==> src/hw/rtl/cell_to_node_recenter_top_macros.svh <==
// assertion macros for the recenter rtl
// no dependencies; included by c2n_ctrl, the module that carries assertions
`ifndef CELL_TO_NODE_RECENTER_TOP_MACROS_SVH
`define CELL_TO_NODE_RECENTER_TOP_MACROS_SVH

`ifndef ASSERT_OFF
`define C2N_ASSERT(name, clk, rstn, prop) \
    name: assert property (@(posedge clk) disable iff (!rstn) prop) \
        else $error("c2n assertion failed");
`define C2N_ASSERT_ALWAYS(name, clk, prop) \
    name: assert property (@(posedge clk) prop) \
        else $error("c2n assertion failed");
`else
`define C2N_ASSERT(name, clk, rstn, prop)
`define C2N_ASSERT_ALWAYS(name, clk, prop)
`endif

`endif

==> src/hw/rtl/c2n_pkg.sv <==
// shared types and constants for the cell to node recenter block
// no dependencies
`default_nettype none

package c2n_pkg;

    localparam int COORD_W    = 5;
    localparam int STRIDE_W   = 4;
    localparam int LAST_W     = 4;
    localparam int DIMS_W     = 2;
    localparam int CFG_IDX_W  = 3;
    localparam int CFG_DATA_W = 4;
    localparam int SEL_W      = 3;
    // holds 31 * 15 and any clamp bound up to 255
    localparam int PROD_W     = 9;

    localparam logic [CFG_IDX_W-1:0] CFG_DIMS     = 3'd0;
    localparam logic [CFG_IDX_W-1:0] CFG_STRIDE_X = 3'd1;
    localparam logic [CFG_IDX_W-1:0] CFG_STRIDE_Y = 3'd2;
    localparam logic [CFG_IDX_W-1:0] CFG_STRIDE_Z = 3'd3;
    localparam logic [CFG_IDX_W-1:0] CFG_LAST_X   = 3'd4;
    localparam logic [CFG_IDX_W-1:0] CFG_LAST_Y   = 3'd5;
    localparam logic [CFG_IDX_W-1:0] CFG_LAST_Z   = 3'd6;

    localparam logic ACT_WRITE = 1'b0;
    localparam logic ACT_QUERY = 1'b1;

    typedef struct packed {
        logic             write;
        logic             load;
        logic             prep;
        logic [SEL_W-1:0] rd_sel;
        logic             acc;
        logic             out_load;
    } dp_cmd_t;

    typedef struct packed {
        logic [SEL_W-1:0] reads_last;
    } dp_status_t;

endpackage

`default_nettype wire

==> src/hw/rtl/c2n_ctrl.sv <==
// controller: sequences write items and the corner reads of a query
// depends on c2n_pkg and the assertion macro header
`default_nettype none
`include "cell_to_node_recenter_top_macros.svh"

module c2n_ctrl (
    input  wire logic                aclk,
    input  wire logic                aresetn,
    input  wire logic                s_valid,
    input  wire logic                s_action,
    output logic                     s_ready,
    output logic                     m_valid,
    input  wire logic                m_ready,
    output c2n_pkg::dp_cmd_t         cmd,
    input  wire c2n_pkg::dp_status_t status
);

    localparam logic [2:0] ST_IDLE  = 3'd0;
    localparam logic [2:0] ST_PREP  = 3'd1;
    localparam logic [2:0] ST_READ  = 3'd2;
    localparam logic [2:0] ST_DRAIN = 3'd3;
    localparam logic [2:0] ST_DONE  = 3'd4;

    logic [2:0]                state_reg, state_next;
    logic [c2n_pkg::SEL_W-1:0] k_reg, k_next;
    logic [c2n_pkg::SEL_W-1:0] last_reg, last_next;
    logic                      rd_pend_reg, rd_pend_next;
    logic                      m_valid_reg, m_valid_next;

    always_comb begin
        state_next   = state_reg;
        k_next       = k_reg;
        last_next    = last_reg;
        rd_pend_next = 1'b0;
        s_ready      = 1'b0;
        cmd          = '0;
        // read data arrives in the cycle after its address
        cmd.acc      = rd_pend_reg;
        case (state_reg)
            ST_IDLE: begin
                s_ready = 1'b1;
                if (s_valid) begin
                    if (s_action == c2n_pkg::ACT_WRITE) begin
                        cmd.write = 1'b1;
                    end else begin
                        cmd.load   = 1'b1;
                        state_next = ST_PREP;
                    end
                end
            end
            ST_PREP: begin
                cmd.prep   = 1'b1;
                last_next  = status.reads_last;
                k_next     = '0;
                state_next = ST_READ;
            end
            ST_READ: begin
                cmd.rd_sel   = k_reg;
                rd_pend_next = 1'b1;
                if (k_reg == last_reg) begin
                    state_next = ST_DRAIN;
                end else begin
                    k_next = k_reg + 1'b1;
                end
            end
            ST_DRAIN: begin
                state_next = ST_DONE;
            end
            ST_DONE: begin
                if (!m_valid_reg || m_ready) begin
                    cmd.out_load = 1'b1;
                    state_next   = ST_IDLE;
                end
            end
            default: begin
                state_next = ST_IDLE;
            end
        endcase
        if (cmd.out_load) begin
            m_valid_next = 1'b1;
        end else begin
            m_valid_next = m_valid_reg && !m_ready;
        end
    end

    always_ff @(posedge aclk) begin
        if (!aresetn) begin
            state_reg   <= ST_IDLE;
            k_reg       <= '0;
            last_reg    <= '0;
            rd_pend_reg <= 1'b0;
            m_valid_reg <= 1'b0;
        end else begin
            state_reg   <= state_next;
            k_reg       <= k_next;
            last_reg    <= last_next;
            rd_pend_reg <= rd_pend_next;
            m_valid_reg <= m_valid_next;
        end
    end

    assign m_valid = m_valid_reg;

    `C2N_ASSERT(a_query_starts, aclk, aresetn,
        s_valid && s_ready && (s_action == c2n_pkg::ACT_QUERY) |=> state_reg == ST_PREP)
    `C2N_ASSERT(a_pend_after_read, aclk, aresetn,
        rd_pend_reg |-> $past(state_reg) == ST_READ)
    `C2N_ASSERT(a_corner_bound, aclk, aresetn,
        state_reg == ST_READ |-> k_reg <= last_reg)
    `C2N_ASSERT_ALWAYS(a_reset_idle, aclk,
        !aresetn |=> state_reg == ST_IDLE && !m_valid_reg)

endmodule

`default_nettype wire

==> config.mk <==
export PLATFORM = sky130hd
export DESIGN_NAME = c2n_ctrl
export DESIGN_NICKNAME = d
export VERILOG_FILES = /design/src/hw/rtl/c2n_pkg.sv /design/src/hw/rtl/c2n_ctrl.sv
export VERILOG_INCLUDE_DIRS = /design/src /design/src/hw/rtl
export SDC_FILE = /design/constraint.sdc
export NUM_CORES = 1
export LEC_CHECK = 0
export ABC_AREA = 0
export BUFFER_PORTS_ARGS = -buffer_cell sky130_fd_sc_hd__buf_4
export CORE_MARGIN = 10
export CORE_UTILIZATION = 40
export DETAILED_ROUTE_END_ITERATION = 6
export PLACE_DENSITY = 0.74
export REMOVE_ABC_BUFFERS = 1
export SLEW_MARGIN = 10
export SYNTH_ARGS = -nofsm -noshare
export SYNTH_HDL_FRONTEND = slang
export SYNTH_SLANG_ARGS = --single-unit
==> constraint.sdc <==
create_clock -name aclk -period 1.8 [get_ports aclk]
set_input_delay 0.36 -clock aclk [delete_from_list [all_inputs] [get_ports aclk]]
set_output_delay 0.36 -clock aclk [all_outputs]
set_load 0.02 [all_outputs]
Word level (Yosys, flattened, before mapping)
Cells that the tools add are included.
{"block": "word_totals", "latch_bits": 0, "register_bits": 11, "romBits": 0, "mem_bits_rw": 0, "mem_count": 0, "wordCells": 42}
{"block": "op_classes", "multipliers": 0, "mux": 18, "n_eq_ne": 10, "add_sub_neg": 1, "magnitude_cmp": 0, "div": 0, "n_bitwise": 0, "shifts": 0, "n_reduce_logical": 8}
{"cell": "2-to-1 mux 3 bit", "n": 6}
{"cell": "case mux 3 bit (5 select lines)", "n": 1}
{"cell": "!= test 2 bit, second input constant", "n": 5}
{"cell": "2-to-1 mux 1 bit", "n": 8}
{"cell": "equality test 3 x 2 -> 1 bit, second input constant", "n": 2}
{"cell": "case mux 3 bit (2 select lines)", "n": 1}
{"cell": "2-to-1 mux 2 bit", "n": 2}
{"cell": "AND reduction 4 bit", "n": 1}
{"cell": "adder 3 x 1 -> 3 bit, second input constant", "n": 1}
{"cell": "equality test 3 x 1 -> 1 bit, second input constant", "n": 1}
{"cell": "equality test 3 bit", "n": 1}
{"cell": "equality test 3 bit, second input constant", "n": 1}
{"cell": "logical NOT 3 bit", "n": 1}
{"cell": "logical NOT 1 bit", "n": 2}
{"cell": "AND reduction 2 bit", "n": 1}
{"cell": "nonzero test 2 bit", "n": 1}
{"cell": "logical AND 1 bit", "n": 1}
{"cell": "logical OR 1 bit", "n": 1}

Longest topological paths before layout
{"block": "logic_depth", "ltp_word": 5, "ltp_mapped": 6, "ltp_nobuf": 4}

Worst setup path after synthesis
Ideal clock, no wire load.
{"block": "synth_path", "path_type": "register -> output", "start": "reg state_reg[0]", "end": "out cmd[7] (netlist name)", "stages_incl_launch_ff": 5, "n_path_buf": 1, "arrival_time_ns": 1.404, "slack_ns": 0.036, "path_cell_list": "dfxtp_1 > buf_6 > nor3_1 > nand2_1 > nor2_1"}
{"element": "start: declaration", "line": "c2n_ctrl.sv:24", "source": "logic [2:0] state_reg, state_next;"}
{"element": "start signal: assignment", "line": "c2n_ctrl.sv:94", "source": "state_reg <= state_next;"}
{"element": "end: declaration", "line": "c2n_ctrl.sv:14", "source": "output c2n_pkg::dp_cmd_t cmd,"}

==> metrics.yaml <==
pwr:
  p_sw_mw: 0.160
  total_leakage_power_nw: 0.344
  switching_share: 0.287
  p_clk_frac: 0.305
  power_mw: 0.558
  p_int_mw: 0.398
  power.density_mw_per_mm2: 759
  ir_drop_mv: 0.430
  combinationalPowerShare: 0.207
  power_frac_seq: 0.489
clocking:
  clk_latency_ps: 270
  numCtsBuffers: 3
  clock_tree.buffer_depth: 2
  cts_sinks: 11
  cts_tree: "built"
  clkTransAtPathRegs_ps: 70
  hold_buffers: 0
  cts_max_level: 1
  root_buffer: "clkbuf_4"
timing:
  fmax_ghz: 0.575
  fin_skew_ps: 6.35
  fin_crit_sh: 0.965
  rsz0062_at_grt: "no"
  maxSlewHeadroom: 0.753
  fin_crit_ps: 1740
  fin_ws_ps: 62.3
  setup_violations: 0
  setup_tns_ps: 0
  hold_viol: 0
  max_slew.worst_pin.slew_ps: 369
  drv_slew: 0
yosys:
  yosysSeqAreaShare: 0.379
  ys_types: 30
  syn_area_um2: 581
  synthCells: 65
  yosys.area.top_type: "dfxtp_1"
  synth_top_area_share: 0.379
  ys_ff_latch: 11
  yosysWarnings: 0
  ys_top_cells_by_area: "dfxtp_1 38%, nand2_1 6.5%, xor2_1 4.5%"
  avgSynthCellArea_um2: 8.93
flow_run:
  maxCapViolCount: 0
floorplanning:
  rows: 13
  core_mm2: 0.00133
  fp.dieArea_mm2: 0.00338
  initial_core_util: 0.435
  die_h_um: 58.1
  ios: 18
  die_x_um: 58.1
finish:
  fin_cells: 97
  areaGrowthSynthToFinish_pct: 26.7
  fin_nets: 92
  finalCoreUtilization: 0.552
  diodes: 0
  drive_gt1_frac: 0.341
worst_hold_path:
  hold_path.class: "in2reg"
critical_path:
  arrival_ps: 1380
  critPathCaptureType: "primary output"
  cp_max_fo: 7
  worst_ep_required_time_ps: 1440
  crit_type: "reg2out"
  startpoint_type: "flop"
global_routing:
  grt_pass1_vias: 495
  grt_pass1_wl_um: 2150
  antenna_found_initial: 0
  track_usage: 0.0762
  globalRouteOverflowTotal: 0
  globalRouteMet1Util: 0.0896
  gr-max-usage-layer: "met2"
  gr-usage-met3: 0.0327
  met2_usage: 0.123
  grt_max_degree: 15
run_status:
  outcome: "complete, no violations"
drt:
  vias_per_cell: 5.20
  firstDrtPassIters: 4
  wl_per_cell_um: 12.6
  wl_um: 1220
  drt_iter0_drc: 7
  ant_nets: 0
  vias: 504
  remaining_drc_errors: 0
place:
  place_ws_ps: 181
  gp_congestion: 0.713
  port-buffer-count: 17
  dp_cells: 92
-- area by class of cell --
class,instances,area [µm²]
repair buffers,18,135
well taps,15,18.8
clock buffers,4,26.3
multi-input cells,48,329
inverters,1,3.75
flip-flops and latches,11,223
fillers,130,598
-- layer usage --
metal | up-vias | wire length [µm]
li1 | 258 | -
met1 | 233 | 566
met2 | 11 | 589
met3 | 2 | 60
met4 | 0 | 8
met5 | - | 0
-- final timing paths --
kind | startpoint | endpoint | slack (ps) | cells past startpoint
hold / removal | status[1] | last_reg[1]$_SDFFE_PN0P_ | 340 | 3
hold reg to reg | last_reg[0]$_SDFFE_PN0P_ | last_reg[0]$_SDFFE_PN0P_ | 470 | 2
setup / recovery | state_reg[0]$_SDFFE_PN0P_ | cmd[5] | 60 | 3
setup reg to reg | state_reg[1]$_SDFFE_PN0P_ | k_reg[0]$_SDFFE_PN0P_ | 350 | 5
-- cell usage in the layout (no fill, tap or decap), types with 2 or more instances in the layout --
cell type | synthesis | routed
a21boi_1 | 3 | 3
and2_1 | 4 | 4
and3_1 | 2 | 2
buf_4 | 2 | 18
clkbuf_4 | 0 | 3
dfxtp_1 | 11 | 9
dfxtp_2 | 0 | 2
nand2_1 | 10 | 10
nand4b_1 | 2 | 2
nor2_1 | 3 | 3
nor2b_1 | 2 | 2
nor3_1 | 2 | 2
o21a_1 | 2 | 2
xor2_1 | 3 | 3
-- through the flow --
stage	hold WS, ps	cell area (µm²)
2_1_floorplan	447	546
3_3_place_gp	457	692
3_5_place_dp	461	692
4_1_cts	341	722
5_1_grt	356	736
6_report	342	736
-- repair_timing --
action | 4_1_cts | 5_1_grt
setup endpoints to repair | 1 | 4
setup buffers | 0 | 1
endpoints found under the hold margin | 0 | 0
resized for setup | 2 | 2
cloned | 0 | 0
-- power by group through the flow --
stage | combinational, mW | sequential (mW) | clock, mW
final | 0.115 | 0.273 | 0.170
after global routing | 0.127 | 0.275 | 0.189
after CTS | 0.114 | 0.271 | 0.172
after detailed placement | 0.111 | 0.277 | 0
after global placement | 0.109 | 0.275 | 0
after floorplan | 0.0640 | 0.275 | 0
-- worst max-delay path, stage by stage (launching register included) --
cell and delay (ps):
dfxtp_2 420, or3b_4 450, inv_2 100, buf_4 140
-- logic make-up (layout without fill, tap and decap cells) --
family	count (synthesis)	count (layout)	synth area share
flops	11	11	0.379
compound gates	11	11	0.142
xor+xnor	4	4	0.0604
simple gates	32	32	0.330
buf+inv	6	23	0.0668
fa+ha+maj	1	1	0.0215
-- cell usage after synthesis --
master    count
dfxtp_1      11
nand2_1      10
and2_1        4
a21boi_1      3
nor2_1        3
xor2_1        3
and3_1        2
buf_4         2
nand4b_1      2
nor2b_1       2
nor3_1        2
nor3b_1       2
o21a_1        2
a21boi_0      1
a21oi_1       1
a41o_1        1
buf_2         1
buf_6         1
clkbuf_1      1
ha_1          1
inv_2         1
nand3b_1      1
nand4_1       1
nor3b_4       1
nor4b_1       1
o21ai_0       1
o21ai_1       1
o31ai_2       1
or3b_1        1
xnor2_1       1
Note: power is estimated with default switching activity, not from simulation.
